`src/fsrp_pkg.sv`:
```
// shared types and constants for the five stage pipeline
package fsrp_pkg;

    localparam int IMEM_BYTES = 1024;
    localparam int DMEM_BYTES = 1024;
    localparam int IA_W = $clog2(IMEM_BYTES);
    localparam int DA_W = $clog2(DMEM_BYTES);

    localparam logic [2:0] CMD_TICK  = 3'd0;
    localparam logic [2:0] CMD_LDI   = 3'd1;
    localparam logic [2:0] CMD_LDD   = 3'd2;
    localparam logic [2:0] CMD_RDREG = 3'd3;
    localparam logic [2:0] CMD_RDMEM = 3'd4;

    localparam logic [31:0] HALT_WORD = 32'hFFFF_FFFF;
    localparam logic [5:0] OP_RTYPE  = 6'b000000;
    localparam logic [5:0] OP_LW     = 6'b100011;
    localparam logic [5:0] OP_SW     = 6'b101011;
    localparam logic [5:0] OP_BNE    = 6'b000100;
    localparam logic [5:0] FN_ADDU   = 6'b100001;
    localparam logic [5:0] FN_SUBU   = 6'b100011;

    typedef enum logic [2:0]
    {
        K_NONE,
        K_ADD,
        K_SUB,
        K_LW,
        K_SW
    } kind_t;

    // controller to datapath commands
    typedef struct packed
    {
        logic       ld_imem;   // write one instruction byte
        logic       ld_dmem;   // write one data byte
        logic       advance;   // one pipeline cycle
        logic       rd_reg;    // capture register for read
        logic       rd_dmem;   // start data word read
        logic [1:0] beat;      // byte lane during multi-cycle phases
        logic       last;      // final beat of the phase
    } dp_cmd_t;

    // datapath to controller status
    typedef struct packed
    {
        logic halted;
        logic clearing;        // data memory clearing pass after reset
    } dp_sts_t;

endpackage

```
`src/fsrp_control.sv`:
```
// command sequencer and output valid register for the pipeline
module fsrp_control
(
    input  logic                clk,
    input  logic                rst_n,
    input  logic                s_tvalid,
    output logic                s_tready,
    input  logic [2:0]          command,
    output logic                m_tvalid,
    input  logic                m_tready,
    input  fsrp_pkg::dp_sts_t   sts,
    output fsrp_pkg::dp_cmd_t   cmd,
    output logic                capture
);
    import fsrp_pkg::*;

    typedef enum logic [1:0]
    {
        ST_IDLE,
        ST_RUN,
        ST_OUT
    } state_t;

    state_t     state_reg, state_next;
    logic [2:0] op_reg, op_next;
    logic [2:0] beat_reg, beat_next;
    logic       ov_reg, ov_next;

    logic acc, multi;
    assign s_tready = state_reg == ST_IDLE && !ov_reg && !sts.clearing;
    assign acc = s_tvalid && s_tready;
    assign m_tvalid = ov_reg;
    assign multi = op_reg == CMD_TICK || op_reg == CMD_RDMEM;

    // beats 0..3 read bytes; beat 4 is the last, byte lane reused for stores
    always_comb
    begin
        cmd = '0;
        capture = 1'b0;
        state_next = state_reg;
        op_next = op_reg;
        beat_next = beat_reg;
        ov_next = ov_reg && !m_tready;
        case (state_reg)
            ST_IDLE:
            begin
                if (acc)
                begin
                    op_next = command;
                    beat_next = 3'd0;
                    state_next = ST_RUN;
                end
            end
            ST_RUN:
            begin
                cmd.beat = beat_reg[1:0];
                if (!multi)
                begin
                    cmd.ld_imem = op_reg == CMD_LDI;
                    cmd.ld_dmem = op_reg == CMD_LDD;
                    cmd.rd_reg  = op_reg == CMD_RDREG;
                    capture = 1'b1;
                    ov_next = 1'b1;
                    state_next = ST_IDLE;
                end
                else
                begin
                    cmd.rd_dmem = op_reg == CMD_RDMEM;
                    cmd.advance = op_reg == CMD_TICK;
                    if (beat_reg == 3'd4)
                    begin
                        cmd.last = 1'b1;
                        cmd.beat = 2'd3;
                        capture = 1'b1;
                        ov_next = 1'b1;
                        state_next = ST_IDLE;
                    end
                    beat_next = beat_reg + 3'd1;
                end
            end
            default:
            begin
                state_next = ST_IDLE;
            end
        endcase
    end

    always_ff @(posedge clk or negedge rst_n)
    begin
        if (!rst_n)
        begin
            state_reg <= ST_IDLE;
            op_reg    <= CMD_TICK;
            beat_reg  <= 3'd0;
            ov_reg    <= 1'b0;
        end
        else
        begin
            state_reg <= state_next;
            op_reg    <= op_next;
            beat_reg  <= beat_next;
            ov_reg    <= ov_next;
        end
    end

    assert property (@(posedge clk) disable iff (!rst_n) capture |=> m_tvalid)
        else $error("result not presented");
    assert property (@(posedge clk) disable iff (!rst_n) cmd.last |-> cmd.beat == 2'd3)
        else $error("last beat lane wrong");
    assert property (@(posedge clk) disable iff (!rst_n) acc |=> state_reg == ST_RUN)
        else $error("accepted word not run");
    assert property (@(posedge clk) disable iff (!rst_n) sts.clearing |-> !s_tready)
        else $error("input ready during clearing pass");

endmodule

```
`config.mk`:
```
export PLATFORM = sky130hd
export DESIGN_NAME = fsrp_control
export DESIGN_NICKNAME = d
export VERILOG_FILES = /design/src/fsrp_pkg.sv /design/src/fsrp_control.sv
export SDC_FILE = /design/constraint.sdc
export NUM_CORES = 1
export LEC_CHECK = 0
export BUFFER_PORTS_ARGS = -buffer_cell sky130_fd_sc_hd__buf_4
export CAP_MARGIN = 0
export CORE_AREA = 4 4 41 43
export DETAILED_ROUTE_END_ITERATION = 10
export DIE_AREA = 0 0 45 47
export PLACE_DENSITY = 0.74
export SLEW_MARGIN = 0
export SYNTH_ARGS = -nofsm -noshare
export SYNTH_HDL_FRONTEND = slang
export SYNTH_SLANG_ARGS = --single-unit
```
`constraint.sdc`:
```
create_clock -name clk -period 3.9 [get_ports clk]
set_clock_uncertainty 0.1 [all_clocks]
set_input_delay 0.39 -clock clk [delete_from_list [all_inputs] [get_ports clk]]
set_output_delay 0.39 -clock clk [all_outputs]
set_load 0.1 [all_outputs]
```
==> impl_results.md <==
- Area growth syn-to-layout: 33.5%
- Pin count of the biggest net entering global routing: 10
- Mean post-synth cell area: 10.6 µm²
- Initial antenna violation count: 0
- Die ar.: 2120 µm²
- Num CTS Buffers: 3
- RSZ-0062 raised after global routing: no
- Die W: 45 µm
- Worst-path clk slew: 0.05 ns
- Hold path cells: 2
- Fmax: 428 MHz
- Count leader, synth: dfrtp_1
- CTS Sinks: 8
- WHS: 0.208 ns
- Worst-Skew Late Latency: 0.25 ns
- Buf+Inv Stages, Crit Path: 1
- CORE AREA: roughly 1300 µm²
- Outcome: finished clean
- DRC: 0
- Initial Utilization: 36.7%
- Pwr Density: 798 nW/µm²
- Rows: 13
- Cell chain of the critical path: or3b_2, nor2b_2, a21o_1, buf_4
- Slew @ Worst Pin: roughly 0.34 ns
- CTS H-tree lvls: 1
- Leak: 0.358 nW
- Post-CTS Resized: 0
- Synth cell types: 24
- Placed Cells: 75
- Critical-path top delay cell: or3b_2
- Clock tree root buffer cell: clkbuf_4
- Ys Warns: 0
- Top post-synthesis cells by count: 8 x dfrtp_1, 4 x inv_1
- DRT Wirelength: a little over 900 µm
- FF-to-FF path depth: 2
- DP Area: 606 µm²
- First-pass GRT wire length: 1.61 mm
- Post-synth top area share: approximately two fifths
- Final GP Congestion: 0.759
- Max stage delay on crit path: around 0.56 ns
- Final hold vios: 0
- Crit-path leading delay family: simple AND/OR/NAND/NOR gates
- CTS tree: yes
- Minimum clock period: 2.34 ns
- EDFF count, synth: 0
- Syn_nets: 56
- Maximum VDD drop: 0.000319 V
- Final period util: 59.9%
- Io pins: 20
- Mapped Area: 478 µm²
- Final Max Slew Viols: 0
- FFs w/ async S/R, synth: 100%
- Fin Setup TNS: 0 ns
- ANT cells: 0
- Non-Filler Instances: 79
- Postcts setup bufs: 0
- Number of cells on the critical path: 4
- Area contributors post-synth: dfrtp_1 42%, mux2_4 9.4%, ha_1 5.2%, a21o_1 4.7%, buf_6 4.7%
- Slew Limit Headroom: 76.9%
- Crit-path max FO: 9
- Final setup vio count: 0
- Vias after detailed routing: 385
- Number of global-route vias before repair: 370
- PortBufs: 18
- Hold Crit Class: input pin to flop
- GRT overflow: 0
- Layout cells sized above 1: 42.2%
- Tot GR Track Use: 10.6%
- CP arrival: 1.85 ns
- Via/cell ratio: 4.87
- Flops & latches, synth: 8
- Final Cell Area: 638 µm²
- Die Ht: 47 µm
- Clock Path Buffers: 2
- 1st-pass router iterations: 3
- Max Cap Viol: 0
- Total power: 0.000509 W
- Post-Syn Instances: 45
- Nets@finish: 77
- Post-DRT Antenna Nets: 0
- Critical path type: flop to output port
- Worst setup SP type: flop
- Ys flop type: dfrtp_1
- Yosys top cell by area: dfrtp_1
- Endpoint type of the worst setup path: output port
- Drt wl/cell: 11.6 µm
- Crit path required time: 3.41 ns
- Sequential area share after synthesis: 41.9%
- Drt initial violations: 2
[through the flow]
stage               utilization (%)  worst slack (ns)
finish                         49.0              1.56
global route                   49.0              1.43
CTS                            49.0              1.54
detailed placement             46.5              1.83
global placement               46.5              1.84
floorplan                         -             0.374
[report_power, final]
group | switching, W | internal, W
Sequential | 0.0000461 | 0.000116
Clock | 0.0000271 | 0.0000351
Combinational | 0.000199 | 0.0000862
[metal layers]
layer	GRT usage, %	part of all wire (%)
met5	0	0
met3	2.68	7.1
met2	15.3	50
met1	14.1	43
met4	7.02	0
[placed cells by master (no fill, tap or decap), types with 2 or more instances in the layout]
cell type / count
a21o_1: 3
buf_4: 18
clkbuf_4: 3
dfrtp_1: 8
ha_1: 2
inv_1: 4
mux2_4: 3
nand2_1: 3
nor2_1: 3
o21ai_0: 2
[worst paths after layout]
check | start | to | slack (ns)
max in group asynchronous | rst_n | beat_reg[0] | 3.19
setup / recovery | state_reg[0] | cmd[1] | 1.56
hold / removal | s_tvalid | beat_reg[2] | 0.21
hold reg to reg | m_tvalid | m_tvalid | 0.43
min in group asynchronous | rst_n | beat_reg[1] | 0.39
setup reg to reg | state_reg[0] | op_reg[2] | 2.28
[cells by family after synthesis]
family | synth area share [%]
mux | 11.5
simple gates | 21.2
flops | 41.9
fa+ha+maj | 5.23
compound gates | 9.68
buf+inv | 8.64
xor+xnor | 1.83
[cell type report]
type,instances,area [µm²]
Fill cell,116,663
Tap cell,15,18.8
Sequential cell,8,200
Inverter,4,15.0
Timing Repair Buffer,19,145
Clock buffer,3,22.5
Multi-Input combinational cell,30,236
[what timing repair did]
action                                  in CTS  in global routing
endpoints found under the hold margin        8                  0
endpoints found under the setup margin       0                  0
hold buffers                                 1                  0
Note: power is estimated with default switching activity, not from simulation.
